`src/sv/brbf_pkg.sv`:
```
// ----------------------------------------------------------------------------
// brbf_pkg
// types and constants of the byte ring buffer fifo
// ----------------------------------------------------------------------------
package brbf_pkg;

  localparam int unsigned BYTE_W  = 8;
  localparam int unsigned POS_W   = 9;
  localparam int unsigned ACT_W   = 3;
  localparam int unsigned STAT_W  = 2;
  localparam int unsigned IN_W    = 24;
  localparam int unsigned OUT_W   = 56;
  localparam int unsigned APB_AW  = 3;
  localparam int unsigned APB_DW  = 32;

  localparam logic [POS_W-1:0] MIN_SLOTS = 9'd2;

  // register index taken from paddr[2]
  localparam logic REG_SLOTS_IN_USE = 1'b0;

  typedef enum logic [ACT_W-1:0] {
    ACT_PUSH     = 3'd0,
    ACT_POP      = 3'd1,
    ACT_ADV_READ = 3'd2,
    ACT_ADV_WRITE = 3'd3,
    ACT_QUERY    = 3'd4
  } act_e;

  typedef enum logic [STAT_W-1:0] {
    ST_OK     = 2'd0,
    ST_FULL   = 2'd1,
    ST_EMPTY  = 2'd2,
    ST_LENGTH = 2'd3
  } status_e;

  typedef struct packed {
    logic [BYTE_W-1:0] used;
    logic [BYTE_W-1:0] free;
    logic [BYTE_W-1:0] rspan;
    logic [BYTE_W-1:0] wspan;
  } span_t;

endpackage

```
`src/sv/brbf_span.sv`:
```
// ----------------------------------------------------------------------------
// brbf_span
// fill level and contiguous spans from the two ring indices
// ----------------------------------------------------------------------------
module brbf_span (
  input  logic [brbf_pkg::POS_W-1:0] wp_i,
  input  logic [brbf_pkg::POS_W-1:0] rp_i,
  input  logic [brbf_pkg::POS_W-1:0] slots_i,
  output brbf_pkg::span_t            span_o
);
  import brbf_pkg::*;

  logic [POS_W-1:0] used;
  logic [POS_W-1:0] free;
  logic [POS_W-1:0] rspan;
  logic [POS_W-1:0] to_end;
  logic [POS_W-1:0] wspan;

  always_comb begin
    if (wp_i >= rp_i) begin
      used = wp_i - rp_i;
    end else begin
      used = slots_i + wp_i - rp_i;
    end
    free = slots_i - 9'd1 - used;

    if (wp_i == rp_i) begin
      rspan = '0;
    end else if (wp_i > rp_i) begin
      rspan = wp_i - rp_i;
    end else begin
      rspan = slots_i - rp_i;
    end

    to_end = slots_i - wp_i;
    wspan  = (free < to_end) ? free : to_end;
  end

  assign span_o.used  = used[BYTE_W-1:0];
  assign span_o.free  = free[BYTE_W-1:0];
  assign span_o.rspan = rspan[BYTE_W-1:0];
  assign span_o.wspan = wspan[BYTE_W-1:0];

endmodule

```
`src/sv/byte_ring_buffer_fifo.sv`:
```
// ----------------------------------------------------------------------------
// byte_ring_buffer_fifo
// byte circular fifo with push, pop, index advance and query, one result each
// ----------------------------------------------------------------------------
// channel   dir  fields
// s_axis    in   tuser: action, tdata: push_byte, step_length
// m_axis    out  tuser: status, tdata: popped byte, counts, spans, indices
// apb       in   slots_in_use at byte address 0
//
// one word per cycle; the result shows in the cycle after acceptance
// the popped byte comes from the store's registered read port
// input stalls only while a result waits in the output register
// reset clears both indices and sets the size to min(DEPTH, 256)
// the store is not cleared; no startup pass
// ----------------------------------------------------------------------------
module byte_ring_buffer_fifo #(
  parameter int unsigned DEPTH = 256
) (
  input  logic                          clk_i,
  input  logic                          rst_ni,
  input  logic                          s_axis_tvalid,
  output logic                          s_axis_tready,
  // [7:0] push_byte, [16:8] step_length, [23:17] zero
  input  logic [brbf_pkg::IN_W-1:0]     s_axis_tdata,
  // [2:0] action
  input  logic [brbf_pkg::ACT_W-1:0]    s_axis_tuser,
  output logic                          m_axis_tvalid,
  input  logic                          m_axis_tready,
  // [7:0] popped_byte, [15:8] used_count, [23:16] free_count,
  // [31:24] read_span, [39:32] write_span, [47:40] read_index,
  // [55:48] write_index
  output logic [brbf_pkg::OUT_W-1:0]    m_axis_tdata,
  // [1:0] status
  output logic [brbf_pkg::STAT_W-1:0]   m_axis_tuser,
  input  logic                          psel,
  input  logic                          penable,
  input  logic                          pwrite,
  input  logic [brbf_pkg::APB_AW-1:0]   paddr,
  input  logic [brbf_pkg::APB_DW-1:0]   pwdata,
  output logic [brbf_pkg::APB_DW-1:0]   prdata,
  output logic                          pready
);
  import brbf_pkg::*;

  localparam int unsigned MemDepth = (DEPTH < 512) ? DEPTH : 512;
  localparam int unsigned AW       = $clog2(MemDepth);
  localparam logic [POS_W-1:0] MaxSlots   = POS_W'((DEPTH < 511) ? DEPTH : 511);
  localparam logic [POS_W-1:0] ResetSlots = POS_W'((DEPTH < 256) ? DEPTH : 256);

  logic [BYTE_W-1:0] mem [MemDepth];

  logic [POS_W-1:0]  wp_q, wp_d;
  logic [POS_W-1:0]  rp_q, rp_d;
  logic [POS_W-1:0]  slots_q;
  logic              out_valid_q;
  status_e           status_q, status_d;
  logic              pop_ok_q, pop_ok_d;
  logic [BYTE_W-1:0] rdata_q;

  logic              accept;
  logic              cfg_wr;
  act_e              act;
  logic [BYTE_W-1:0] push_byte;
  logic [POS_W-1:0]  step_len;
  logic [POS_W-1:0]  push_nxt;
  logic              mem_we;
  logic              mem_re;
  logic [POS_W-1:0]  cfg_slots;
  span_t             span;

  function automatic logic [POS_W-1:0] wrap_add(input logic [POS_W-1:0] idx,
                                                input logic [POS_W-1:0] len,
                                                input logic [POS_W-1:0] size);
    logic [POS_W:0] sum;
    sum = {1'b0, idx} + {1'b0, len};
    if (sum >= {1'b0, size}) begin
      sum = sum - {1'b0, size};
    end
    return sum[POS_W-1:0];
  endfunction

  assign s_axis_tready = !out_valid_q || m_axis_tready;
  assign accept        = s_axis_tvalid && s_axis_tready;
  assign act           = act_e'(s_axis_tuser);
  assign push_byte     = s_axis_tdata[BYTE_W-1:0];
  assign step_len      = s_axis_tdata[BYTE_W+POS_W-1:BYTE_W];
  assign push_nxt      = wrap_add(wp_q, 9'd1, slots_q);

  always_comb begin
    wp_d     = wp_q;
    rp_d     = rp_q;
    status_d = ST_OK;
    pop_ok_d = 1'b0;
    mem_we   = 1'b0;
    mem_re   = 1'b0;
    unique case (act)
      ACT_PUSH: begin
        if (push_nxt == rp_q) begin
          status_d = ST_FULL;
        end else begin
          mem_we = accept;
          wp_d   = push_nxt;
        end
      end
      ACT_POP: begin
        if (wp_q == rp_q) begin
          status_d = ST_EMPTY;
        end else begin
          mem_re   = accept;
          pop_ok_d = 1'b1;
          rp_d     = wrap_add(rp_q, 9'd1, slots_q);
        end
      end
      ACT_ADV_READ: begin
        if (step_len > slots_q) begin
          status_d = ST_LENGTH;
        end else begin
          rp_d = wrap_add(rp_q, step_len, slots_q);
        end
      end
      ACT_ADV_WRITE: begin
        if (step_len > slots_q) begin
          status_d = ST_LENGTH;
        end else begin
          wp_d = wrap_add(wp_q, step_len, slots_q);
        end
      end
      default: begin
      end
    endcase
  end

  // configuration
  assign pready = 1'b1;
  assign cfg_wr = psel && penable && pwrite && pready && (paddr[2] == REG_SLOTS_IN_USE);

  always_comb begin
    cfg_slots = pwdata[POS_W-1:0];
    if (cfg_slots < MIN_SLOTS) begin
      cfg_slots = MIN_SLOTS;
    end else if (cfg_slots > MaxSlots) begin
      cfg_slots = MaxSlots;
    end
  end

  assign prdata = (paddr[2] == REG_SLOTS_IN_USE) ? APB_DW'(slots_q) : '0;

  always_ff @(posedge clk_i or negedge rst_ni) begin
    if (!rst_ni) begin
      wp_q        <= '0;
      rp_q        <= '0;
      slots_q     <= ResetSlots;
      out_valid_q <= 1'b0;
      status_q    <= ST_OK;
      pop_ok_q    <= 1'b0;
    end else begin
      if (cfg_wr) begin
        slots_q <= cfg_slots;
        wp_q    <= '0;
        rp_q    <= '0;
      end else if (accept) begin
        wp_q <= wp_d;
        rp_q <= rp_d;
      end
      if (accept) begin
        out_valid_q <= 1'b1;
        status_q    <= status_d;
        pop_ok_q    <= pop_ok_d;
      end else if (m_axis_tready) begin
        out_valid_q <= 1'b0;
      end
    end
  end

  // byte store
  always_ff @(posedge clk_i) begin
    if (mem_we) begin
      mem[wp_q[AW-1:0]] <= push_byte;
    end
    if (mem_re) begin
      rdata_q <= mem[rp_q[AW-1:0]];
    end
  end

  brbf_span u_span (
    .wp_i    (wp_q),
    .rp_i    (rp_q),
    .slots_i (slots_q),
    .span_o  (span)
  );

  assign m_axis_tvalid = out_valid_q;
  assign m_axis_tuser  = status_q;
  assign m_axis_tdata  = {wp_q[BYTE_W-1:0], rp_q[BYTE_W-1:0], span.wspan, span.rspan,
                          span.free, span.used, pop_ok_q ? rdata_q : 8'd0};

endmodule

```
`config.mk`:
```
export PLATFORM = sky130hd
export DESIGN_NAME = byte_ring_buffer_fifo
export DESIGN_NICKNAME = d
export VERILOG_FILES = /design/src/sv/brbf_pkg.sv /design/src/sv/brbf_span.sv /design/src/sv/byte_ring_buffer_fifo.sv
export SDC_FILE = /design/constraint.sdc
export NUM_CORES = 2
export LEC_CHECK = 0
export BUFFER_PORTS_ARGS = -buffer_cell sky130_fd_sc_hd__buf_2
export CELL_PAD_IN_SITES_DETAIL_PLACEMENT = 0
export CELL_PAD_IN_SITES_GLOBAL_PLACEMENT = 2
export CORE_MARGIN = 2
export CORE_UTILIZATION = 50
export CTS_CLUSTER_DIAMETER = 200
export CTS_CLUSTER_SIZE = 8
export DETAILED_ROUTE_END_ITERATION = 8
export HOLD_SLACK_MARGIN = 0.02
export PLACE_DENSITY = 0.75
export SLEW_MARGIN = 20
export SYNTH_ARGS = -nofsm -noshare
export SYNTH_HDL_FRONTEND = slang
export SYNTH_SLANG_ARGS = --single-unit
```
`constraint.sdc`:
```
create_clock -name clk_i -period 18.6 [get_ports clk_i]
set_input_delay 0.93 -clock clk_i [delete_from_list [all_inputs] [get_ports clk_i]]
set_output_delay 0.93 -clock clk_i [all_outputs]
set_load 0.005 [all_outputs]
```
==> metrics.yaml <==
worst_setup_path:
  endpoint_kind: "primary output"
  cp_data_arrival_time_ns: 7.19
  r2r-end: "mem[195][4]"
  critPathLaunch: "rp_q[1]"
  worstPathRequired_ns: 17.67
  r2r_slack_ns: 11.32
  rr_startpoint: "wp_q[1]"
  r2r_cells: 16
  cp_max_fo: 26
  cp-endpoint: "m_axis_tdata[32]"
  cp-start-kind: "flip-flop"
  crit_type: "flip-flop to primary output"
placed_design:
  post-dp-hpwl_um: 128000
  place.port_buffers: 105
  place_area_um2: 90000
  routabilityCongestion: 0.839
yosys:
  synth_area_um2: 86900
  synth_cell_types: 80
  syn_avg_cell_area_um2: 20.6
  yosysWarningCount: 0
  synth_enable_flop_cells: 2056
  synth_area_leader_cell: "edfxtp_1"
  synth_top_cell_area_share_pct: 71.0
  ys_ff_latch: 2087
  netlist_instances: 4215
  ys.flop_type: "edfxtp_1"
  seq_area_frac_synth_pct: 71.9
  synth.area.top_cells: "edfxtp_1 71%, mux4_2 18%, ha_1 1.7%"
  async_flop_share_pct: 1.49
drt:
  drcViolationCount: 0
  vias_per_cell: 6.19
  first_pass_iters: 5
  ant_nets: 0
  drt_iter0_drc: 4423
  vias: 42300
  wl_per_cell_um: 30.7
  routed_wl_um: 210000
timing:
  period_minus_slack_ns: 8.12
  worst_slew_pin_slew_ns: 1.11
  slew_headroom_pct: 25.6
  period_share_pct: 43.6
  setup_tns_ns: 0
  rsz0062_at_grt: "no"
  setup_violations: 0
  report.final.slew_viol_count: 0
  skew_ns: 0.0676
  final_hold_viol_count: 0
  max_freq_mhz: 123
floorplan:
  die_height_um: 421
  core-area_um2: 173000
  dieArea_um2: 177000
  start_util_pct: 50.2
  ioPinCount: 162
  dieWidth_um: 421
  rows: 153
power:
  p_leak_nw: 31.3
  power_density_nw_per_um2: 167
  ir_drop_uv: 243
  p_total_mw: 16.4
clock_network:
  cts_hold_buf: 0
  root_buffer: "clkbuf_16"
  worstSkewPairLatency_ns: 0.92
  numCtsBuffers: 310
  path_clk_slew_ns: 0.06
  clock-sinks: 2087
  cts_resized: 0
  htreeDepth: 5
  cts_setup_buffers: 0
  ctsLongestPathBuffers: 4
  cts_tree: "yes"
finish:
  drive_gt1_share_pct: 28.0
  register_area_um2: 62500
  n_fill_cell: 12700
  area_growth_pct: 12.8
  multi_input_area_um2: 22900
  final_cell_area_um2: 98100
  fin_nets: 4690
global_route:
  grt_usage_pct: 23.8
  overflow: 0
  first_global_vias: 43300
  grt_first_pass_wirelength_um: 306000
  grt_max_degree: 166
  antenna_found_initial: 8
hold_path:
  hold_class: "primary input to asynchronous set/reset pin"
status:
  status: "complete, no violations"
job:
  maxCapViolCount: 0
-- cell families after synthesis --
family,Yosys count,share of synthesized area [%]
buffers and inverters,356,1.88
AND/OR/NAND/NOR,557,3.02
AO/OA/AOI/OAI,271,2.07
flip-flops,2087,71.9
adder cells (fa/ha/maj),135,2.10
XOR/XNOR,89,0.937
multiplexers,718,18.1
other,2,0.00864
-- layout make-up --
class | count | area share [%]
Antenna cell | 2 | 0.00510
Clock buffer | 326 | 8.08
Clock inverter | 9 | 0.0957
Inverter | 100 | 0.392
Multi-Input combinational cell | 1794 | 23.4
Sequential cell | 2087 | 63.8
Tap cell | 2325 | 2.97
Timing Repair Buffer | 193 | 1.34
-- worst max-delay path, cell delays in order (launching register included) --
cell and delay (ns):
dfrtp_4 0.74, inv_1 0.36, ha_1 0.41, nor2b_1 0.12, o21ai_0 0.10, a21boi_0 0.26, o21ai_0 0.20, a211oi_1 0.40
nor3_2 0.10, buf_4 0.21, a21oi_1 0.34, ha_1 0.23, inv_1 0.06, fa_1 0.40, inv_1 0.07, a21oi_1 0.06
o21bai_1 0.22, nand3_1 0.10, nand2_1 0.11, a21o_1 0.13, a21oi_1 0.08, xnor2_1 0.14, xnor2_1 0.13, ha_1 0.22
nor3_1 0.19, a211o_1 0.41, mux2_2 0.39, buf_2 0.13
-- power by group --
group | leakage, nW | switching (mW) | total, mW | internal [mW]
clock | 3.94 | 1.82 | 4.77 | 2.96
combinational | 8.45 | 3.45 | 6.34 | 2.89
sequential | 18.9 | 0.0835 | 5.30 | 5.22
-- layer usage --
| layer | up-vias | GRT usage, % | part of all wire, % |
|---|---|---|---|
| met4 | 0 | 6.22 | 2.2 |
| met3 | 289 | 4.69 | 6.8 |
| met2 | 1606 | 37.1 | 48 |
| met1 | 22500 | 34.9 | 43 |
| met5 | - | 0 | 0 |
| li1 | 17900 | - | - |
-- metrics by stage --
stage                     setup WS [ns]  cells  hold WS, ns  util (%)
final                             10.48   6836        0.151      56.6
after global routing               9.97   6834        0.172      56.6
after CTS                         10.34   6833        0.114      56.6
after detailed placement          11.31   6498        0.500      52.0
after global placement            11.35   6498        0.479      52.0
after floorplan                   11.78   4237        0.473         -
-- cells in the final DEF, fill, tap and decap left out, drive strengths merged, types with 27 or more instances in the layout --
cell type  count
ha           117
nor3          38
xor2          27
dfrtp         30
edfxtp      2056
clkbuf       326
xnor2         60
a21oi         76
mux4         680
nor2         310
nand3         35
nand4         31
nand2         70
a21o          30
inv          104
buf          193
o21ai         56
-- worst min path at each step --
stage | from | endpoint | slack, ns | cells after the start
after CTS | rst_ni | slots_q[5] | 0.11 | 1
after detailed placement | m_axis_tuser[1] | m_axis_tuser[1] | 0.50 | 2
after floorplan | m_axis_tuser[1] | m_axis_tuser[1] | 0.47 | 2
after global placement | m_axis_tuser[1] | m_axis_tuser[1] | 0.48 | 2
after global routing | rst_ni | slots_q[5] | 0.17 | 1
final | rst_ni | slots_q[5] | 0.15 | 1
-- flip-flops by register name (all words and copies together), names as in the netlist --
name,count
rp_q,9
wp_q,9
pop_ok_q,1
rdata_q,8
slots_q,9
mem,2048
m_axis_tvalid,1
m_axis_tuser,2
-- Yosys cell counts (all sizes together) (25+ instances only) --
| library cell | n |
|---|---|
| mux2i | 25 |
| buf | 164 |
| xor2 | 27 |
| o21ai | 56 |
| a21o | 30 |
| nor2 | 310 |
| clkbuf | 92 |
| nand2 | 70 |
| mux4 | 680 |
| nand4 | 31 |
| nand3 | 35 |
| nor3 | 38 |
| edfxtp | 2056 |
| dfrtp | 30 |
| inv | 98 |
| a21oi | 76 |
| xnor2 | 60 |
| ha | 117 |
Note: power is estimated with default switching activity, not from simulation.
